**config.mk**
```make
export PLATFORM = sky130hd
export DESIGN_NAME = lip_back
export DESIGN_NICKNAME = d
export VERILOG_FILES = /design/src/rtl/lip_pkg.sv /design/src/rtl/lip_back.sv
export SDC_FILE = /design/constraint.sdc
export NUM_CORES = 1
export LEC_CHECK = 0
export BUFFER_PORTS_ARGS = -buffer_cell sky130_fd_sc_hd__buf_2
export CORE_AREA = 5 5 145 147
export DETAILED_ROUTE_END_ITERATION = 6
export DIE_AREA = 0 0 150 152
export PLACE_DENSITY = 0.57
export SYNTH_ARGS = -nofsm -noshare
export SYNTH_HDL_FRONTEND = slang
export SYNTH_SLANG_ARGS = --single-unit
```
**constraint.sdc**
```tcl
create_clock -name vclk -period 16.85
set_input_delay 2.5275 -clock vclk [all_inputs]
set_output_delay 2.5275 -clock vclk [all_outputs]
set_load 0.01 [all_outputs]
```
**src/rtl/lip_pkg.sv**
```systemverilog
// line intersection package: widths, register indexes, division cell types
// used by all modules of the block but the checker; depends on nothing
package lip_pkg;

  localparam int unsigned CoordWidth = 16;
  localparam int unsigned FracBits   = 16;
  localparam int unsigned DiffWidth  = CoordWidth + 1;
  localparam int unsigned ProdWidth  = 2 * DiffWidth;
  localparam int unsigned DetWidth   = ProdWidth + 1;
  // magnitude of a numerator shifted up by the fraction bits
  localparam int unsigned NumWidth   = DetWidth + FracBits;
  localparam int unsigned QuotWidth  = NumWidth;
  localparam int unsigned ResWidth   = 32;
  localparam int unsigned AddrWidth  = 5;

  typedef enum logic [AddrWidth-1:0] {
    RegSegStartX = 5'd0,
    RegSegStartY = 5'd4,
    RegSegEndX   = 5'd8,
    RegSegEndY   = 5'd12,
    RegMinDet    = 5'd16
  } reg_addr_e;

  // one division in flight through the cell row
  typedef struct packed {
    logic [NumWidth-1:0]  num;
    logic [DetWidth-1:0]  rem;
    logic [QuotWidth-1:0] quo;
    logic                 neg;
  } div_lane_t;

  // request traveling alongside the division lanes
  typedef struct packed {
    logic                valid;
    logic                hit;
    logic [DetWidth-1:0] den;
  } lip_ctrl_t;

endpackage

```
**src/rtl/lip_back.sv**
```systemverilog
// final stage: sign, saturation and zeroing of no-hit results
// depends on lip_pkg
module lip_back (
  input  lip_pkg::lip_ctrl_t                ctrl_i,
  input  lip_pkg::div_lane_t                lane_s_i,
  input  lip_pkg::div_lane_t                lane_o_i,
  output logic [2*lip_pkg::ResWidth+1:0]    res_o
);
  import lip_pkg::*;

  function automatic logic [ResWidth:0] fix(div_lane_t l);
    logic [QuotWidth-1:0] lim;
    logic [QuotWidth-1:0] mag;
    logic sat;
    lim = l.neg ? QuotWidth'(64'h8000_0000) : QuotWidth'(64'h7FFF_FFFF);
    sat = l.quo > lim;
    mag = sat ? lim : l.quo;
    mag = l.neg ? QuotWidth'(-mag) : mag;
    return {sat, mag[ResWidth-1:0]};
  endfunction

  logic [ResWidth:0] rs, ro;

  // fields: hit, t_self, t_other, saturated from bit 0 up
  always_comb begin
    rs = fix(lane_s_i);
    ro = fix(lane_o_i);
    if (ctrl_i.hit) begin
      res_o = {rs[ResWidth] | ro[ResWidth], ro[ResWidth-1:0], rs[ResWidth-1:0], 1'b1};
    end else begin
      res_o = '0;
    end
  end

endmodule

```
After elaboration in Yosys (flattened, before gate mapping)
Cells that the tools add are included.
{"block": "classes", "muxes": 7, "n_lt_le_gt_ge": 2, "bitwise": 1, "add_sub_neg": 2}
{"operator": "$mux 32", "n": 6}
{"operator": "$gt 51x32->1", "n": 2}
{"operator": "$mux 66", "n": 1}
{"operator": "$neg 32->32", "n": 2}
{"operator": "$or 1x1->1", "n": 1}
{"block": "totals", "in_bits": 313, "elab_cells": 12, "ff_bits": 0}

Depth between registers and ports, before layout
{"block": "depth", "word_depth": 6, "mapped_depth": 22, "depth_no_buf": 17}

Worst setup path before layout
No wires, ideal clock.
{"block": "synth_timing", "kind": "input port to output port", "from": "in lane_s_i[0] (netlist bit)", "to": "out res_o[25] (netlist bit)", "arrival_time_ps": 7125, "required_time_ps": 14322, "path_buffers": 6, "stages": 22, "slack_ps": 7197, "path_cell_list": "clkbuf_8 inv_1 clkbuf_1 clkbuf_1 ha_1 or4b_4 nor4_2 or4b_1 o22ai_2 o21ai_2 buf_6 buf_6 a21oi_1 ha_1 and3b_1 buf_2 nand2_1 nor4_1 nand2_1 o31ai_1 xor2_1 a21oi_1"}
{"block": "synth_between", "elab_chain_len": 6}
{"element": "start: declaration", "line": "lip_back.sv:5", "rtl": "input lip_pkg::div_lane_t lane_s_i,"}
{"element": "$mux 32", "line": "lip_back.sv:15", "rtl": "lim = l.neg ? QuotWidth'(64'h8000_0000) : QuotWidth'(64'h7FFF_FFFF);"}
{"element": "$gt 51x32->1", "line": "lip_back.sv:16", "rtl": "sat = l.quo > lim;"}
{"element": "$mux 32", "line": "lip_back.sv:17", "rtl": "mag = sat ? lim : l.quo;"}
{"element": "$neg 32->32", "line": "lip_back.sv:18", "rtl": "mag = l.neg ? QuotWidth'(-mag) : mag;"}
{"element": "$mux 32 *", "line": "lip_back.sv:18"}
{"element": "$mux 66 *", "line": "lip_back.sv:28", "rtl": "if (ctrl_i.hit) begin"}
{"element": "end: declaration", "line": "lip_back.sv:7", "rtl": "output logic [2*lip_pkg::ResWidth+1:0] res_o"}
Every way passes the cells marked *; elsewhere a longest branch is shown, timed or not.

Worst setup path in the final report
Same ends and word-level chain as after synthesis.

==> flow_summary_export.csv <==
group,metric,value,unit
critical_path,cp-start-kind,"primary input",
layout,nFlopsAndLatches,0,
sta,layout_min_cycle_time,10.87,ns
global_routing,grt_usage,14.2,%
synth,synth_commonest_cells,"a21oi_1, ha_1, o21ai_0, nor2_1, nand2_1",
layout,final_cells,1047,
drt,vias,5525,
critical_path,critPathTopFamily,"simple AND/OR/NAND/NOR gates",
layout,area_growth,24.3,%
placed_design,hpwl,13800,um
floorplan,die_w,150,um
synth,yosysSeqAreaShare,0,%
status,outcome,"completed",
layout,fin_nets,1158,
synth,ys_types,73,
critical_path,cp_max_fo,64,
sta,hold_viol,0,
placed_design,place_inst,1047,
placed_design,gp_congestion,0.832,
layout,diodes,0,
layout,nFillCells,2247,
critical_path,critical_path_arrival,8.34,ns
sta,drv_slew,0,
layout,fin_area,5250,um^2
global_routing,grt_antenna_before_repair,0,
critical_path,critPathLaunch,"lane_s_i[0]",
critical_path,slowest_delay,0.55,ns
critical_path,cp_common_cell,"buf_4",
layout,layout-drive-gt1-share,28.6,%
drt,wl_per_cell,16.7,um
job,cap_violations,0,
sta,fmax,92.0,MHz
floorplan,rows,52,
synth,synthTopCellsByArea,"ha_1, a21oi_1, o21ai_0",
sta,maxSlewHeadroom,35.5,%
clock_network,post_cts_buffers,0,
critical_path,path_buf_inv,6,
critical_path,cp_cell_sequence,"buf_2, buf_4, inv_1, buf_4, ha_1, or4b_4, nor4_2, nand2b_1, or3b_4, o21ai_2, buf_4, nor2_1, a21oi_1, ha_1, and3b_1, nand2_1, nor4_1, nand2_1, o31ai_1, xor2_1, a21oi_1, buf_2",
drt,drt-total-wl,17500,um
placed_design,port_buffers,171,
synth,syn_area,4230,um^2
sta,period_share,64.5,%
synth,synthCells,638,
global_routing,grt_max_degree,68,
synth,ys_warn_count,0,
global_routing,grt.overflow.total,0,
sta,setup_tns,0,ns
synth,synth_top_area_cell,"ha_1",
drt,ant_nets,0,
sta,worst_pin_slew,0.966,ns
critical_path,setup.worst_path.class,"in2out",
global_routing,grt_pass1_wl,27400,um
sta,finalSetupViolCount,0,
floorplan,die_h,152,um
hold_path,hp-start,"lane_s_i[32]",
synth,netlist.area_leader.share,19.5,%
synth,synthesis.nets,1017,
drt,drcViolationCount,0,
power,p_per_area,20.5,nW/um^2
synth,syn_avg_cell_area,6.62,um^2
floorplan,io-pin-count,379,
floorplan,die_area,22800,um^2
critical_path,worstPathRequired,14.32,ns
floorplan,initial_core_util,21.4,%
global_routing,grt_pass1_vias,5120,
drt,first_iter_violations,330,
drt,viasPerCell,5.28,
critical_path,slowest_stage,"buf_4",
sta,rsz0062_at_grt,"false",
layout,num-clock-buffers,0,
placed_design,dpl_cell_area,5250,um^2
floorplan,core_area,19800,um^2
clock_network,cts_resized,0,
critical_path,end_kind,"output pin",
drt,dr.pass1.iters,4,
hold_path,hold_path.class,"in2out",
power,ir_worst_vdd,0.0000176,V
synth,yosysMostFrequentCell,"a21oi_1",
layout,seqCellArea,0,um^2
clock_network,cts_hold_repair.buffers,0,
power,leakage,2.26,nW
==> tightest hold or removal path: stages <==
cell,delay (ns)
buf_2,0.11
nand2_1,0.05
a21oi_1,0.06
buf_2,0.13
==> placed cells by master (no fill, tap or decap), types with 4 or more instances in the layout <==
master    synthesis  layout
or4_1             6       6
and4_1            6       6
a21oi_1          81      81
nand4_1          19      19
a211oi_1          9       9
nor3_1           30      30
and3_1           12      12
a221oi_1          6       6
a21o_1            7       7
nand3_1          10      10
buf_2             8     171
ha_1             66      66
mux2_2           18      18
o21a_1           10      10
nor4_1           21      21
nand2b_1          8       8
a221oi_2          4       4
or2_2             6       6
nor2_1           60      59
o31ai_1           7       7
mux2i_1           7       7
inv_1            11      11
nand2_1          58      58
o21ai_0          64      64
or3_1            10      10
buf_4             2       7
nand3b_1          4       4
==> routing by layer <==
metal	vias to the layer above	share of wire (%)	GRT usage, %	wire length, um
li1	2764	-	-	-
met1	2513	45	19.9	7870
met2	240	44	23.1	7660
met3	8	11	3.57	1880
met4	0	0.54	1.05	95
met5	-	0	0	0
==> stage by stage <==
step	utilization (%)	power (mW)	setup WS [ns]	hold WS, ns
CTS	26.6	0.108	5.99	5.41
global route	26.6	0.122	5.56	5.44
detailed placement	26.6	0.108	6.01	5.41
floorplan	-	0.0598	7.20	5.15
global placement	26.6	0.106	6.10	5.41
finish	26.6	0.108	5.98	5.41
==> cell families (layout without fill, tap and decap cells) <==
group | count (synthesis) | after routing | share of synthesized area [%]
XOR/XNOR | 2 | 2 | 0.415
AO/OA/AOI/OAI | 232 | 232 | 35.0
buffers and inverters | 51 | 190 | 6.31
multiplexers | 25 | 25 | 6.45
AND/OR/NAND/NOR | 262 | 262 | 32.3
adder cells (fa/ha/maj) | 66 | 66 | 19.5
==> where the power goes <==
part | total, mW | leakage (nW) | internal (mW) | switching (mW)
sequential | 0 | 0 | 0 | 0
combinational | 0.108 | 2.26 | 0.0430 | 0.0646
clock | 0 | 0 | 0 | 0
==> area by class of cell <==
| class | count | area (um^2) | share of cell area (%) |
|---|---|---|---|
| Multi-Input combinational cell | 587 | 3960 | 75.4 |
| Timing Repair Buffer | 178 | 908 | 17.3 |
| Tap cell | 270 | 338 | 6.43 |
| Inverter | 12 | 45.0 | 0.857 |
==> final timing paths <==
path / cells past startpoint / to
hold / removal: 4 / res_o[32]
setup / recovery: 22 / res_o[25]
Note: power is estimated with default switching activity, not from simulation.
