**src/rtl/lip_pkg.sv**
```systemverilog
// line intersection package: widths, register indexes, division cell types
// used by all modules of the block but the checker; depends on nothing
package lip_pkg;

  localparam int unsigned CoordWidth = 16;
  localparam int unsigned FracBits   = 16;
  localparam int unsigned DiffWidth  = CoordWidth + 1;
  localparam int unsigned ProdWidth  = 2 * DiffWidth;
  localparam int unsigned DetWidth   = ProdWidth + 1;
  // magnitude of a numerator shifted up by the fraction bits
  localparam int unsigned NumWidth   = DetWidth + FracBits;
  localparam int unsigned QuotWidth  = NumWidth;
  localparam int unsigned ResWidth   = 32;
  localparam int unsigned AddrWidth  = 5;

  typedef enum logic [AddrWidth-1:0] {
    RegSegStartX = 5'd0,
    RegSegStartY = 5'd4,
    RegSegEndX   = 5'd8,
    RegSegEndY   = 5'd12,
    RegMinDet    = 5'd16
  } reg_addr_e;

  // one division in flight through the cell row
  typedef struct packed {
    logic [NumWidth-1:0]  num;
    logic [DetWidth-1:0]  rem;
    logic [QuotWidth-1:0] quo;
    logic                 neg;
  } div_lane_t;

  // request traveling alongside the division lanes
  typedef struct packed {
    logic                valid;
    logic                hit;
    logic [DetWidth-1:0] den;
  } lip_ctrl_t;

endpackage

```
**src/rtl/lip_div_cell.sv**
```systemverilog
// one restoring-division cell: one quotient bit for each of two lanes
// depends on lip_pkg
module lip_div_cell (
  input  logic               clk_i,
  input  logic               en_i,
  input  lip_pkg::lip_ctrl_t ctrl_i,
  input  lip_pkg::div_lane_t lane_s_i,
  input  lip_pkg::div_lane_t lane_o_i,
  output lip_pkg::lip_ctrl_t ctrl_o,
  output lip_pkg::div_lane_t lane_s_o,
  output lip_pkg::div_lane_t lane_o_o
);
  import lip_pkg::*;

  function automatic div_lane_t step(div_lane_t l, logic [DetWidth-1:0] den);
    logic [DetWidth:0] r;
    div_lane_t o;
    r = {l.rem, l.num[NumWidth-1]};
    o = l;
    o.num = {l.num[NumWidth-2:0], 1'b0};
    if (r >= {1'b0, den}) begin
      r = r - {1'b0, den};
      o.quo = {l.quo[QuotWidth-2:0], 1'b1};
    end else begin
      o.quo = {l.quo[QuotWidth-2:0], 1'b0};
    end
    o.rem = r[DetWidth-1:0];
    return o;
  endfunction

  // shift, compare, subtract and hand on
  always_ff @(posedge clk_i) begin
    if (en_i) begin
      ctrl_o   <= ctrl_i;
      lane_s_o <= step(lane_s_i, ctrl_i.den);
      lane_o_o <= step(lane_o_i, ctrl_i.den);
    end
  end

endmodule

```
**config.mk**
```make
export PLATFORM = sky130hd
export DESIGN_NAME = lip_div_cell
export DESIGN_NICKNAME = d
export VERILOG_FILES = /design/src/rtl/lip_pkg.sv /design/src/rtl/lip_div_cell.sv
export SDC_FILE = /design/constraint.sdc
export NUM_CORES = 1
export LEC_CHECK = 0
export ABC_AREA = 1
export BUFFER_PORTS_ARGS = -buffer_cell sky130_fd_sc_hd__buf_4
export CAP_MARGIN = 0
export CORE_AREA = 2 2 247 249
export CTS_CLUSTER_DIAMETER = 60
export DETAILED_ROUTE_END_ITERATION = 10
export DIE_AREA = 0 0 249 251
export PLACE_DENSITY = 0.47
export SKIP_CTS_REPAIR_TIMING = 1
export SYNTH_ARGS = -nofsm -noshare
export SYNTH_HDL_FRONTEND = slang
export SYNTH_SLANG_ARGS = --single-unit
```
**constraint.sdc**
```tcl
create_clock -name clk_i -period 2.16 [get_ports clk_i]
set_input_delay 0.108 -clock clk_i [delete_from_list [all_inputs] [get_ports clk_i]]
set_output_delay 0.108 -clock clk_i [all_outputs]
set_load 0.03 [all_outputs]
```
### After elaboration in Yosys (flattened, before gate mapping)

Index checks and enable logic that the tools add are counted.

* multiplexer cells: 4
* order comparisons: 2
* $add $sub $neg: 2

Operators with widths (number)
* $ge 36x35->1: 2
* $mux 35: 2
* $sub 35x35->35: 2
* $mux 1: 2

* logic and storage cells: 19
* flip-flop bits (word level): 311

### Depth between registers and ports, before layout

* word-level depth: 2
* gate-level depth with buffers: 16
* mapped depth without buffers: 15

### Least setup slack after synthesis

Ideal clock, no wire load.

* path kind: input to register
* start: input port lane_s_i[137] (netlist bit)
* end: register lane_s_o[82] (netlist bit) (data pin)
* path buffers: 1
* arrival: 1.719 ns
* stages: 16
* setup time: 0.252 ns
* path slack: 0.189 ns
* cell sequence: inv_1 > ha_1 > fa_1 > nor2_4 > nor2_4 > inv_2 > nand2_1 > nand3_2 > nand2_2 > nand2_2 > nand2_1 > nand2_2 > inv_2 > buf_2 > nand2_1 > nand2_1

* cells in the longest elaborated chain, start to end: 2

Ends and longest elaborated chain
* start: declaration: line lip_div_cell.sv:7 `input lip_pkg::div_lane_t lane_s_i,`
* $sub 35x35->35 or $ge 36x35->1 (tied branches): line lip_div_cell.sv:22, lip_div_cell.sv:21
* $mux 35 (*): line lip_div_cell.sv:21 `if (r >= {1'b0, den}) begin`
* end signal: assignment: line lip_div_cell.sv:35 `lane_s_o <= step(lane_s_i, ctrl_i.den);`
* end: declaration: line lip_div_cell.sv:10 `output lip_pkg::div_lane_t lane_s_o,`

Every way passes the cells marked *; elsewhere a longest branch is shown, timed or not.
A chain may end at the register's enable or synchronous reset.

### Final worst setup path

* start: input port lane_s_i[83] (netlist bit)
* end: register lane_s_o[58] (netlist bit) (data pin)

* cells in the longest elaborated chain, start to end: 2

Ends and longest elaborated chain (line)
* $ge 36x35->1: lip_div_cell.sv:21
* $mux 35: lip_div_cell.sv:21

Every way passes these cells.

==> summary.md <==
| Metric | Value |
|---|---|
| Number of global-route vias before repair | `about 15000` |
| Antenna Violating Nets Remaining | `0` |
| Register Area | `~9300 um^2` |
| Core Area | `around 60000 um^2` |
| Leading cell type in the layout, fill and taps excluded | `buf_4` |
| Mapped cell area | `~16000 um^2` |
| Worst slew margin | `0.605` |
| Multi-input gate area | `5260 um^2` |
| Synth Register Bits | `311` |
| Filler cells | `5681` |
| Final Max Tran Viols | `0` |
| Yosys Warn Count | `0` |
| Top-area cell type share of the netlist area | `0.595` |
| GRT Overall Usage | `0.204` |
| Area contributors post-synth | `edfxtp_1, nand2_1, inv_1, ha_1, nor2_1` |
| Predominant post-synthesis flop cell | `edfxtp_1` |
| Cell count after synthesis | `around 1600` |
| Routed len/inst | `19.2 um` |
| Grt total ovfl | `0` |
| Gr busiest metal | `met2` |
| Die height | `251 um` |
| CP Capture Type | `flop` |
| Area of the die | `62500 um^2` |
| Post-synth EDFFs | `around 310` |
| Commonest non-fill, non-tap cells in the layout | `buf_4, nand2_1, edfxtp_1` |
| Initial Util | `0.262` |
| Post-route cell area | `27600 um^2` |
| Worst hold path type | `in2reg` |
| Post-synth cell types | `29` |
| Met3 GRT Util | `0.0464` |
| Final hold violations | `1` |
| Std cell rows | `90` |
| Actual slew at the worst max-slew pin | `0.586 ns` |
| Arr. time, crit path | `2.38 ns` |
| Final Setup Violations | `0` |
| PnR Total Power | `approximately 20 mW` |
| Final worst slack | `0.108 ns` |
| # clock sinks | `just over 300` |
| Avg Synthesized Cell Area | `about 9.7 um^2` |
| DR vias/cell | `~4.3` |
| Post-place setup slack | `-0.216 ns` |
| Setup_tns | `0 ns` |
| Period utilization | `0.950` |
| DP Area | `around 23000 um^2` |
| Tmin final | `between 2 and 2.5 ns` |
| GPL Wtd Cong | `0.914` |
| Chip width | `around 250 um` |
| Max VDD drop | `roughly 0.00050 V` |
| Failing checks | `hold timing` |
| Post-Route WL | `roughly 70 mm` |
| Global-route wire length before repair | `94.1 mm` |
| Outcome | `finished with violations` |
| CTS tree | `built` |
| DP Wirelength | `roughly 55 mm` |
| Met2 usage | `0.376` |
| Clock root buffer | `clkbuf_16` |
| H-tree depth | `2` |
| DRT Pass-1 Iters | `5` |
| Vias post-DR | `about 16000` |
| Initial antenna violation count | `7` |
| Share of post-route cells with drive strength above 1 | `0.345` |
| Highest clock rate | `slightly below 500 MHz` |
| Port Buffers | `between 600 and 700` |
| Critical Path Fanout Max | `9` |
| DRC | `0` |
| Req. time, crit path | `~2.5 ns` |
| Final net count | `around 3200` |
| Area leader, netlist | `edfxtp_1` |
| Clock transition at path regs | `around 0.06 ns` |
| RSZ-0062 raised after global routing | `false` |
| Total CTS buffers | `between 40 and 50` |
| Async set-reset flop share out of synthesis | `0` |
| Layout Area Growth over Synthesis | `75.7%` |
| CP Launch Type | `primary input` |
| Largest net degree at the start of global routing | `70` |
| Met1 Use GR | `0.236` |
| Max_cap viols | `0` |
| Drt first-iter violations | `about 670` |
| Register area share after synthesis | `0.595` |
| Buffer depth of the longest clock path | `3` |
| Io pins | `~630` |
| Hold Slack | `-0.0454 ns` |
| Worst setup path class | `in2reg` |
| Leakage | `roughly 13 nW` |
| PwrDens | `roughly 730 nW/um^2` |
==> synthesized netlist by cell type, types with 2 or more instances <==
cell and n:
buf_4 5, nand4_1 10, xnor2_1 6, nor3_1 15, edfxtp_1 311, nor2_1 109
buf_2 5, ha_1 70, o21ai_0 28, inv_1 240, inv_2 12, fa_1 2
xor2_1 30, nand2_2 14, buf_6 4, a21oi_1 58, nand3_2 22, nand3_1 53
o21bai_1 9, nor4_1 3, nor2_2 7, nor2_4 4, nand2_1 587, nand3b_1 10
==> sequential cells by signal, summed over array words and instances (netlist names) <==
name / cells
lane_o_o: 137
ctrl_o: 37
lane_s_o: 137
==> path summary, 6_finish.rpt <==
check / slack, ns / cells after the start / startpoint / endpoint
worst min-delay path: -0.05 / 3 / lane_s_i[52] / lane_s_o[53]
worst max-delay path: 0.11 / 12 / lane_s_i[83] / lane_s_o[58]
==> cell families after synthesis <==
kind of cell	share of synthesized area
fa+ha+maj	0.0584
simple gates	0.224
compound gates	0.0329
flops	0.595
buf+inv	0.0694
xor+xnor	0.0201
other cells	0.000239
==> area by class of cell <==
| class | count | share of cell area |
|---|---|---|
| multi-input combinational | 1041 | 0.191 |
| inverter | 252 | 0.0343 |
| antenna | 4 | 0.000363 |
| clock buffer | 48 | 0.0390 |
| sequential | 311 | 0.339 |
| timing repair buffer | 1162 | 0.351 |
| tap | 782 | 0.0355 |
| clock inverter | 26 | 0.0104 |
==> critical path, stage by stage <==
cell	delay, ns
dlygate4sd3_1	0.54
buf_4	0.14
ha_1	0.33
nand2_1	0.14
nor4_1	0.39
buf_4	0.19
nand2_1	0.06
nand2_2	0.11
inv_2	0.07
buf_4	0.18
nand2_1	0.07
nand2_1	0.05
==> stage by stage <==
| stage | utilization | instances |
|---|---|---|
| 3_5_place_dp | 0.386 | 3239 |
| 2_1_floorplan | - | 1620 |
| 3_3_place_gp | 0.386 | 3239 |
| 5_1_grt | 0.461 | 3626 |
| 6_report | 0.461 | 3626 |
| 4_1_cts | 0.409 | 3313 |
==> per-layer routing <==
metal  up-vias  share of wire  wire, um
li1       7670              -         -
met1      7318           0.41     28200
met2       488           0.51     35500
met5         -        0.00055        38
met3       106          0.053      3650
met4         6          0.030      2060
==> power breakdown <==
group	switching (mW)	internal, mW	total [mW]
logic	3.34	2.48	5.83
registers	0.196	7.35	7.54
clock network	2.87	4.00	6.87
Note: power is estimated with default switching activity, not from simulation.
